===== src/rtl/mdpc_pkg.sv =====
// shared types, constants and helper functions for the display pointer clamp
// no dependencies
`default_nettype none

package mdpc_pkg;

  localparam int MAX_DISPLAYS = 4;
  localparam int CNT_W = $clog2(MAX_DISPLAYS + 1);
  localparam int IDX_W = (MAX_DISPLAYS > 1) ? $clog2(MAX_DISPLAYS) : 1;

  localparam logic [14:0] DEF_W = 15'd1280;
  localparam logic [14:0] DEF_H = 15'd720;

  localparam logic [1:0] ACT_INIT   = 2'd0;
  localparam logic [1:0] ACT_ADD    = 2'd1;
  localparam logic [1:0] ACT_CLAMP  = 2'd2;
  localparam logic [1:0] ACT_UPDATE = 2'd3;

  typedef struct packed {
    logic signed [15:0] ox;
    logic signed [15:0] oy;
    logic [14:0]        w;
    logic [14:0]        h;
  } disp_t;

  typedef struct packed {
    logic             en;
    logic [IDX_W-1:0] addr;
    disp_t            entry;
  } tbl_wr_t;

  function automatic logic signed [15:0] sat16(input logic signed [17:0] v);
    logic signed [15:0] r;
    if (v < -18'sd32768) begin
      r = -16'sd32768;
    end else if (v > 18'sd32767) begin
      r = 16'sd32767;
    end else begin
      r = v[15:0];
    end
    return r;
  endfunction

  function automatic logic signed [17:0] max_edge(input logic signed [15:0] o,
                                                  input logic [14:0] s);
    return 18'(o) + $signed({3'b000, s}) - 18'sd1;
  endfunction

  function automatic logic point_in(input disp_t d, input logic signed [15:0] px,
                                    input logic signed [15:0] py);
    logic signed [16:0] dx;
    logic signed [16:0] dy;
    logic               in_x;
    logic               in_y;
    dx = 17'(px) - 17'(d.ox);
    dy = 17'(py) - 17'(d.oy);
    in_x = (dx >= 17'sd0) && (dx < $signed({2'b00, d.w}));
    in_y = (dy >= 17'sd0) && (dy < $signed({2'b00, d.h}));
    return in_x && in_y;
  endfunction

endpackage

`default_nettype wire


===== src/rtl/mdpc_in_if.sv =====
// request channel: action, point or origin and size
// depends on nothing
`default_nettype none

interface mdpc_in_if;
  logic               valid;
  logic               ready;
  logic [1:0]         action;
  logic signed [15:0] pos_x;
  logic signed [15:0] pos_y;
  logic [14:0]        size_w;
  logic [14:0]        size_h;

  modport source (output valid, action, pos_x, pos_y, size_w, size_h, input ready);
  modport sink (input valid, action, pos_x, pos_y, size_w, size_h, output ready);
endinterface

`default_nettype wire


===== src/rtl/mdpc_out_if.sv =====
// result channel: output point, flags and primary display corner
// depends on nothing
`default_nettype none

interface mdpc_out_if;
  logic               valid;
  logic               ready;
  logic signed [15:0] out_x;
  logic signed [15:0] out_y;
  logic               inside_any;
  logic               add_accepted;
  logic signed [15:0] primary_max_x;
  logic signed [15:0] primary_max_y;

  modport source (output valid, out_x, out_y, inside_any, add_accepted,
                  primary_max_x, primary_max_y, input ready);
  modport sink (input valid, out_x, out_y, inside_any, add_accepted,
                primary_max_x, primary_max_y, output ready);
endinterface

`default_nettype wire


===== src/rtl/multi_display_pointer_clamp_top.sv =====
// top level: action sequencer, display table scan and output register
// depends on mdpc_pkg, mdpc_in_if, mdpc_out_if, mdpc_table, mdpc_result
//
//   channel | dir | payload
//   req     | in  | action, pos_x, pos_y, size_w, size_h
//   rsp     | out | out_x, out_y, inside_any, add_accepted, primary_max_x/y
//
// init, add, update: result state, then output register once that is free
// clamp: n displays scanned until the first hit (1..4), then the result state;
//   one table read per cycle through the single memory read port
// synchronous reset empties the table (count 0); no clearing pass
// a finished result waits in the output register while the next request is taken
`default_nettype none

module multi_display_pointer_clamp_top (
  input wire logic   clk,
  input wire logic   rst,
  mdpc_in_if.sink    req,
  mdpc_out_if.source rsp
);

  localparam logic [1:0] S_IDLE   = 2'd0;
  localparam logic [1:0] S_SCAN   = 2'd1;
  localparam logic [1:0] S_RESULT = 2'd2;

  logic [1:0]                 state;
  logic [1:0]                 state_next;
  logic [mdpc_pkg::CNT_W-1:0] count;
  logic [mdpc_pkg::CNT_W-1:0] count_next;
  logic [mdpc_pkg::IDX_W-1:0] chk;
  logic [mdpc_pkg::IDX_W-1:0] chk_next;
  logic [1:0]                 act;
  logic signed [15:0]         px;
  logic signed [15:0]         py;
  logic                       found;
  logic                       found_next;
  logic                       acc;
  logic                       acc_next;
  mdpc_pkg::disp_t            prim;
  mdpc_pkg::disp_t            prim_next;

  mdpc_pkg::tbl_wr_t          wr;
  logic [mdpc_pkg::IDX_W-1:0] rd_addr;
  mdpc_pkg::disp_t            rd_data;
  mdpc_pkg::disp_t            init_ent;
  mdpc_pkg::disp_t            new_ent;

  logic                       accept;
  logic                       hit;
  logic                       last;
  logic                       out_load;
  logic signed [15:0]         res_x;
  logic signed [15:0]         res_y;
  logic signed [15:0]         max_x;
  logic signed [15:0]         max_y;

  mdpc_table u_table (
    .clk     (clk),
    .wr      (wr),
    .rd_addr (rd_addr),
    .rd_data (rd_data)
  );

  mdpc_result u_result (
    .act    (act),
    .px     (px),
    .py     (py),
    .found  (found),
    .have   (count != '0),
    .prim   (prim),
    .res_x  (res_x),
    .res_y  (res_y),
    .max_x  (max_x),
    .max_y  (max_y)
  );

  assign req.ready = (state == S_IDLE);
  assign accept    = req.valid && req.ready;
  assign hit       = mdpc_pkg::point_in(rd_data, px, py);
  assign last      = (mdpc_pkg::CNT_W'(chk) + mdpc_pkg::CNT_W'(1)) == count;
  assign out_load  = (state == S_RESULT) && (!rsp.valid || rsp.ready);

  always_comb begin
    init_ent.ox = 16'sd0;
    init_ent.oy = 16'sd0;
    init_ent.w  = (req.size_w == '0) ? mdpc_pkg::DEF_W : req.size_w;
    init_ent.h  = (req.size_h == '0) ? mdpc_pkg::DEF_H : req.size_h;
    new_ent.ox  = req.pos_x;
    new_ent.oy  = req.pos_y;
    new_ent.w   = req.size_w;
    new_ent.h   = req.size_h;

    state_next  = state;
    count_next  = count;
    chk_next    = chk;
    found_next  = found;
    acc_next    = acc;
    prim_next   = prim;
    wr.en       = 1'b0;
    wr.addr     = '0;
    wr.entry    = init_ent;
    rd_addr     = '0;

    case (state)
      S_IDLE: begin
        if (accept) begin
          found_next  = 1'b0;
          acc_next    = 1'b0;
          chk_next    = '0;
          state_next  = S_RESULT;
          case (req.action)
            mdpc_pkg::ACT_INIT: begin
              wr.en      = 1'b1;
              prim_next  = init_ent;
              count_next = mdpc_pkg::CNT_W'(1);
            end
            mdpc_pkg::ACT_ADD: begin
              if ((count < mdpc_pkg::CNT_W'(mdpc_pkg::MAX_DISPLAYS)) &&
                  (req.size_w != '0) && (req.size_h != '0)) begin
                wr.en      = 1'b1;
                wr.addr    = count[mdpc_pkg::IDX_W-1:0];
                wr.entry   = new_ent;
                count_next = count + mdpc_pkg::CNT_W'(1);
                acc_next   = 1'b1;
                if (count == '0) begin
                  prim_next = new_ent;
                end
              end
            end
            mdpc_pkg::ACT_UPDATE: begin
              wr.en = 1'b1;
              if (count != '0) begin
                wr.entry    = prim;
                wr.entry.w  = req.size_w;
                wr.entry.h  = req.size_h;
                prim_next.w = req.size_w;
                prim_next.h = req.size_h;
              end else begin
                prim_next  = init_ent;
                count_next = mdpc_pkg::CNT_W'(1);
              end
            end
            mdpc_pkg::ACT_CLAMP: begin
              if (count != '0) begin
                state_next = S_SCAN;
              end
            end
            default: begin
              state_next = S_RESULT;
            end
          endcase
        end
      end
      S_SCAN: begin
        if (hit) begin
          found_next = 1'b1;
          state_next = S_RESULT;
        end else if (last) begin
          state_next = S_RESULT;
        end else begin
          chk_next = chk + mdpc_pkg::IDX_W'(1);
          rd_addr  = chk + mdpc_pkg::IDX_W'(1);
        end
      end
      S_RESULT: begin
        if (out_load) begin
          state_next = S_IDLE;
        end
      end
      default: begin
        state_next = S_IDLE;
      end
    endcase
  end

  always_ff @(posedge clk) begin
    if (rst) begin
      state     <= S_IDLE;
      count     <= '0;
      rsp.valid <= 1'b0;
    end else begin
      state <= state_next;
      count <= count_next;
      if (out_load) begin
        rsp.valid <= 1'b1;
      end else if (rsp.ready) begin
        rsp.valid <= 1'b0;
      end
    end
  end

  // payload and working registers
  always_ff @(posedge clk) begin
    chk   <= chk_next;
    found <= found_next;
    acc   <= acc_next;
    prim  <= prim_next;
    if (accept) begin
      act <= req.action;
      px  <= req.pos_x;
      py  <= req.pos_y;
    end
    if (out_load) begin
      rsp.out_x         <= res_x;
      rsp.out_y         <= res_y;
      rsp.inside_any    <= found;
      rsp.add_accepted  <= acc;
      rsp.primary_max_x <= max_x;
      rsp.primary_max_y <= max_y;
    end
  end

  a_count_range: assert property (@(posedge clk) disable iff (rst)
    count <= mdpc_pkg::CNT_W'(mdpc_pkg::MAX_DISPLAYS))
    else $error("display count above table depth");

  a_scan_needs_displays: assert property (@(posedge clk) disable iff (rst)
    (state == S_SCAN) |-> (count != '0))
    else $error("table scan with no displays stored");

  a_flags_exclusive: assert property (@(posedge clk) disable iff (rst)
    rsp.valid |-> !(rsp.inside_any && rsp.add_accepted))
    else $error("inside and add flags both set");

  a_accept_leaves_idle: assert property (@(posedge clk) disable iff (rst)
    accept |=> (state != S_IDLE))
    else $error("sequencer idle right after a transaction");

endmodule

`default_nettype wire


===== src/rtl/mdpc_table.sv =====
// display rectangle table: one write port, one registered read port
// depends on mdpc_pkg
`default_nettype none

module mdpc_table (
  input  wire logic                      clk,
  input  wire mdpc_pkg::tbl_wr_t         wr,
  input  wire logic [mdpc_pkg::IDX_W-1:0] rd_addr,
  output mdpc_pkg::disp_t                rd_data
);

  mdpc_pkg::disp_t mem [mdpc_pkg::MAX_DISPLAYS];

  always_ff @(posedge clk) begin
    if (wr.en) begin
      mem[wr.addr] <= wr.entry;
    end
    rd_data <= mem[rd_addr];
  end

endmodule

`default_nettype wire


===== src/rtl/mdpc_result.sv =====
// result formation: clamp to the primary display, saturation, primary corner
// depends on mdpc_pkg
`default_nettype none

module mdpc_result (
  input  wire logic [1:0]         act,
  input  wire logic signed [15:0] px,
  input  wire logic signed [15:0] py,
  input  wire logic               found,
  input  wire logic               have,
  input  wire mdpc_pkg::disp_t    prim,
  output logic signed [15:0]      res_x,
  output logic signed [15:0]      res_y,
  output logic signed [15:0]      max_x,
  output logic signed [15:0]      max_y
);

  logic signed [17:0] x1;
  logic signed [17:0] y1;
  logic signed [15:0] lo_x;
  logic signed [15:0] lo_y;
  logic               do_clamp;

  always_comb begin
    x1 = mdpc_pkg::max_edge(prim.ox, prim.w);
    y1 = mdpc_pkg::max_edge(prim.oy, prim.h);
    do_clamp = (act == mdpc_pkg::ACT_CLAMP) && have && !found;
    lo_x = (px < prim.ox) ? prim.ox : px;
    lo_y = (py < prim.oy) ? prim.oy : py;
    res_x = px;
    res_y = py;
    if (do_clamp) begin
      res_x = (18'(lo_x) > x1) ? mdpc_pkg::sat16(x1) : lo_x;
      res_y = (18'(lo_y) > y1) ? mdpc_pkg::sat16(y1) : lo_y;
    end
    max_x = have ? mdpc_pkg::sat16(x1) : 16'sd0;
    max_y = have ? mdpc_pkg::sat16(y1) : 16'sd0;
  end

endmodule

`default_nettype wire

===== src/flat_wrapper.sv =====
// flat-port wrapper written by rule: the top's interface ports become plain ports
module multi_display_pointer_clamp_top_flat 
  (clk, rst, req_valid, req_action, req_pos_x, req_pos_y, req_size_w, req_size_h, req_ready, rsp_valid, rsp_out_x, rsp_out_y, rsp_inside_any, rsp_add_accepted, rsp_primary_max_x, rsp_primary_max_y, rsp_ready);
  mdpc_in_if req_i ();
  mdpc_out_if rsp_i ();
  input wire logic clk;
  input wire logic rst;
  input wire logic [$bits(req_i.valid)-1:0] req_valid;
  input wire logic [$bits(req_i.action)-1:0] req_action;
  input wire logic [$bits(req_i.pos_x)-1:0] req_pos_x;
  input wire logic [$bits(req_i.pos_y)-1:0] req_pos_y;
  input wire logic [$bits(req_i.size_w)-1:0] req_size_w;
  input wire logic [$bits(req_i.size_h)-1:0] req_size_h;
  output wire logic [$bits(req_i.ready)-1:0] req_ready;
  output wire logic [$bits(rsp_i.valid)-1:0] rsp_valid;
  output wire logic [$bits(rsp_i.out_x)-1:0] rsp_out_x;
  output wire logic [$bits(rsp_i.out_y)-1:0] rsp_out_y;
  output wire logic [$bits(rsp_i.inside_any)-1:0] rsp_inside_any;
  output wire logic [$bits(rsp_i.add_accepted)-1:0] rsp_add_accepted;
  output wire logic [$bits(rsp_i.primary_max_x)-1:0] rsp_primary_max_x;
  output wire logic [$bits(rsp_i.primary_max_y)-1:0] rsp_primary_max_y;
  input wire logic [$bits(rsp_i.ready)-1:0] rsp_ready;
  assign req_i.valid = req_valid;
  assign req_i.action = req_action;
  assign req_i.pos_x = req_pos_x;
  assign req_i.pos_y = req_pos_y;
  assign req_i.size_w = req_size_w;
  assign req_i.size_h = req_size_h;
  assign req_ready = req_i.ready;
  assign rsp_valid = rsp_i.valid;
  assign rsp_out_x = rsp_i.out_x;
  assign rsp_out_y = rsp_i.out_y;
  assign rsp_inside_any = rsp_i.inside_any;
  assign rsp_add_accepted = rsp_i.add_accepted;
  assign rsp_primary_max_x = rsp_i.primary_max_x;
  assign rsp_primary_max_y = rsp_i.primary_max_y;
  assign rsp_i.ready = rsp_ready;
  multi_display_pointer_clamp_top u_core (.clk(clk), .rst(rst), .req(req_i), .rsp(rsp_i));
endmodule

===== config.mk =====
export PLATFORM = sky130hd
export DESIGN_NAME = multi_display_pointer_clamp_top_flat
export DESIGN_NICKNAME = d
export VERILOG_FILES = /design/src/rtl/mdpc_pkg.sv /design/src/rtl/mdpc_in_if.sv /design/src/rtl/mdpc_out_if.sv /design/src/rtl/multi_display_pointer_clamp_top.sv /design/src/rtl/mdpc_table.sv /design/src/rtl/mdpc_result.sv /design/src/flat_wrapper.sv
export SDC_FILE = /design/constraint.sdc
export NUM_CORES = 1
export LEC_CHECK = 0
export BUFFER_PORTS_ARGS = -buffer_cell sky130_fd_sc_hd__buf_2
export CORE_UTILIZATION = 28
export CTS_CLUSTER_SIZE = 24
export DETAILED_ROUTE_END_ITERATION = 8
export GPL_TIMING_DRIVEN = 0
export PLACE_DENSITY_LB_ADDON = 0.25
export SYNTH_ARGS = -nofsm -noshare
export SYNTH_HDL_FRONTEND = slang
export SYNTH_SLANG_ARGS = --single-unit

===== constraint.sdc =====
create_clock -name clk -period 8.9 [get_ports clk]
set_input_delay 0.445 -clock clk [delete_from_list [all_inputs] [get_ports clk]]
set_output_delay 0.445 -clock clk [all_outputs]
set_load 0.005 [all_outputs]

==> results_dict.tcl <==
set metrics [dict create \
    ff2ff_path_depth 24 \
    seq_area_frac_synth 0.555 \
    timing.final.crit_share 0.763 \
    post_cts_buffers 0 \
    fmax_mhz 147 \
    power.leakage_uw 0.0112 \
    critPathMaxFanout 10 \
    fp.dieH_um 300 \
    worst_slew_pin_slew_ps 1340 \
    cts_tree "built" \
    clock_sinks 482 \
    dp.cells 3457 \
    gp_congestion 0.862 \
    num_vias 17592 \
    layout-drive-gt1-share 0.129 \
    yosys_warnings 0 \
    dr.first_iter.drc_count 1187 \
    fp.dieW_um 300 \
    rsz0062_at_grt "no" \
    startpoint_type "flip-flop" \
    comb_power_share 0.201 \
    worst_skew_pair.late_latency_ps 610 \
    worstPathArrival_ps 7330 \
    grt_pass1_wl_um 111000 \
    power_density_mw_per_mm2 204 \
    cts_buffers 47 \
    netlist_instances 2149 \
    netlist_top_cells_area "edfxtp_1, ha_1, dfxtp_1" \
    cts_root_buffer "clkbuf_16" \
    synth-compound-area-share 0.141 \
    globalRouteOverflowTotal 0 \
    pwr-share-clk 0.355 \
    track_usage 0.162 \
    diodes 0 \
    wl_um 74600 \
    synth_top_family_by_area "compound AO/OA/AOI/OAI gates" \
    endpoint_kind "flip-flop" \
    synth_top_area_share 0.500 \
    ys_ff_latch 482 \
    sw_frac_of_total 0.286 \
    reg2reg_slack_ps 2110 \
    grt_pass1_vias 17930 \
    htreeDepth 2 \
    dieArea_mm2 0.0900 \
    critPathRequiredTime_ps 9430 \
    synth_area_mm2 0.0249 \
    nNetsFinal 2608 \
    drv_slew 0 \
    rows 108 \
    ys.flop_type "edfxtp_1" \
    ant_nets 0 \
    r2r_end "u_core.u_table.rd_data[60]" \
    clockBufferDepth 3 \
    yosysMostFrequentCell "edfxtp_1" \
    startpoint "u_core.px[0]" \
    start_util 0.285 \
    ys_async_sr_fraction 0 \
    finalPower_uw 5900 \
    synth-xor-area-share 0.0215 \
    grt_max_degree 39 \
    path_clk_slew_ps 70 \
    outcome "completed" \
    power.internal_uw 4210 \
    power.switching_uw 1690 \
    drc_errors 0 \
    vias_per_cell 4.96 \
    finalSetupViolCount 0 \
    synth_area_per_cell_um2 11.6 \
    hold_path_class "in2reg" \
    seqPwrFrac 0.444 \
    crit_type "reg2reg" \
    synthSimpleGateAreaFrac 0.123 \
    synthMuxAreaShare 0.0161 \
    synth_fa_ha_area_frac 0.0938 \
    port_buffers 135 \
    area_delta_synth_final_pct 16.5 \
    final.setup_skew_ps 26.7 \
    pin_count 136 \
    synth_edf_count 414 \
    reg2reg_from "u_core.px[0]" \
    syn-num-nets 2401 \
    core-area_mm2 0.0873 \
    ir_drop_mv 0.143 \
    period_minus_slack_ps 6790 \
    crit_path_end "u_core.u_table.rd_data[60]" \
    synth_top_area_cell "edfxtp_1" \
    ctsHoldBuffers 5 \
    firstDrtPassIters 5 \
    synth.distinct_cells 83 \
    antenna_found_initial 9 \
    wl_per_cell_um 21.0 \
    cts-resized-gates 0 \
    maxSlewHeadroom 0.101 \
    cap_viol_max_count 0 \
    dp_hpwl_um 56800 \
    finalNonFillerCells 3548 \
    synth_common_cells "edfxtp_1, ha_1, inv_1" \
    hold_violations 0 \
]
## layout make-up
class / instances / area, um^2
sequential: 482 / 13800
timing repair buffer: 158 / 1000
multi-input combinational: 1344 / 9860
clock buffer: 58 / 1280
inverter: 180 / 676
buffer: 143 / 578
clock inverter: 28 / 330
tap: 1155 / 1450
fill: 8758 / 58300
## cell families after synthesis
kind of cell | Yosys count
buf+inv | 323
mux | 36
simple gates | 597
fa+ha+maj | 184
flops | 482
xor+xnor | 61
compound gates | 466
## critical path: stages (launching register included)
cell	delay, ps
edfxtp_1	440
inv_1	150
ha_1	190
inv_1	60
fa_1	450
a21o_1	170
a21oi_1	220
nand2b_1	130
a21boi_0	130
o311ai_0	660
nand3_1	180
xnor2_1	170
ha_1	310
a21o_1	180
a21o_1	160
a2111oi_0	400
nor2_1	90
nor3_1	190
ha_1	320
o2111ai_1	210
or4_1	520
nand2_1	480
clkbuf_1	670
nand2_1	130
nand3_1	90
## flip-flops by register name (all words and copies together), names as in the netlist
| name | flops |
|---|---|
| u_core.rsp.primary_max_x | 16 |
| u_core.rsp.primary_max_y | 16 |
| u_core.state | 2 |
| u_core.rsp.out_x | 16 |
| u_core.act | 2 |
| u_core.prim | 62 |
| u_core.rsp.valid | 1 |
| u_core.acc | 1 |
| u_core.rsp.inside_any | 1 |
| u_core.rsp.add_accepted | 1 |
| u_core.u_table.rd_data | 62 |
| u_core.rsp.out_y | 16 |
| u_core.px | 16 |
| u_core.chk | 2 |
| u_core.found | 1 |
| u_core.count | 3 |
| u_core.py | 16 |
| u_core.u_table.mem | 248 |
## cells in the final DEF (no fill, tap or decap), types with 7 or more instances in the layout
cell / count
a22oi_1: 47
o21ai_0: 36
nor2b_1: 37
nand2b_1: 93
nor3_1: 26
nand3_1: 83
a21o_1: 32
a21boi_0: 8
nor4_1: 9
a21oi_1: 81
clkinv_2: 11
mux2_2: 29
and2_1: 45
a32oi_1: 63
ha_1: 180
edfxtp_1: 414
nand4_1: 10
o31ai_1: 16
and3_1: 7
nand2_1: 145
a211oi_1: 9
dfxtp_1: 68
buf_6: 11
clkbuf_1: 127
clkbuf_16: 48
buf_2: 150
o21a_1: 15
a221o_1: 17
o2111ai_1: 68
xnor2_1: 37
nor2_1: 102
xor2_1: 24
a31oi_1: 13
inv_1: 179
o21ai_1: 7
## worst min path at each step
stage	cells after the start	startpoint	endpoint	slack, ps
6_report	1	req_pos_x[13]	u_core.px[13]	40
5_1_grt	1	req_pos_x[13]	u_core.px[13]	20
4_1_cts	1	req_pos_y[0]	u_core.py[0]	10
3_5_place_dp	0	u_core.acc	u_core.rsp.add_accepted	420
3_3_place_gp	0	u_core.acc	u_core.rsp.add_accepted	420
2_1_floorplan	0	u_core.acc	u_core.rsp.add_accepted	400
## layer usage
metal	part of all wire	vias up	global-route usage
met4	0.026	14	0.0490
met1	0.45	8601	0.209
met2	0.48	467	0.275
met3	0.051	120	0.0290
met5	0.00098	-	0
li1	-	8390	-
## power groups by stage
| stage | sequential (uW) | clock, uW | combinational (uW) |
|---|---|---|---|
| 2_1_floorplan | 2640 | 0 | 810 |
| 3_5_place_dp | 2670 | 0 | 1180 |
| 4_1_cts | 2620 | 2140 | 1190 |
| 3_3_place_gp | 2680 | 0 | 1140 |
| 6_report | 2620 | 2100 | 1190 |
| 5_1_grt | 2630 | 2210 | 1320 |
## metrics by stage
step	area [um^2]	hold WS [ps]	setup slack, ps	util	setup TNS (ps)
after global routing	29000	18.6	1580	0.332	0
final	29000	37.5	2110	0.332	0
after detailed placement	27300	425	1980	0.313	0
after floorplan	24900	400	2500	-	0
after CTS	29000	9.55	1930	0.332	0
after global placement	27000	415	-2990	0.309	-185050
Power figures use the tool's default switching activity.
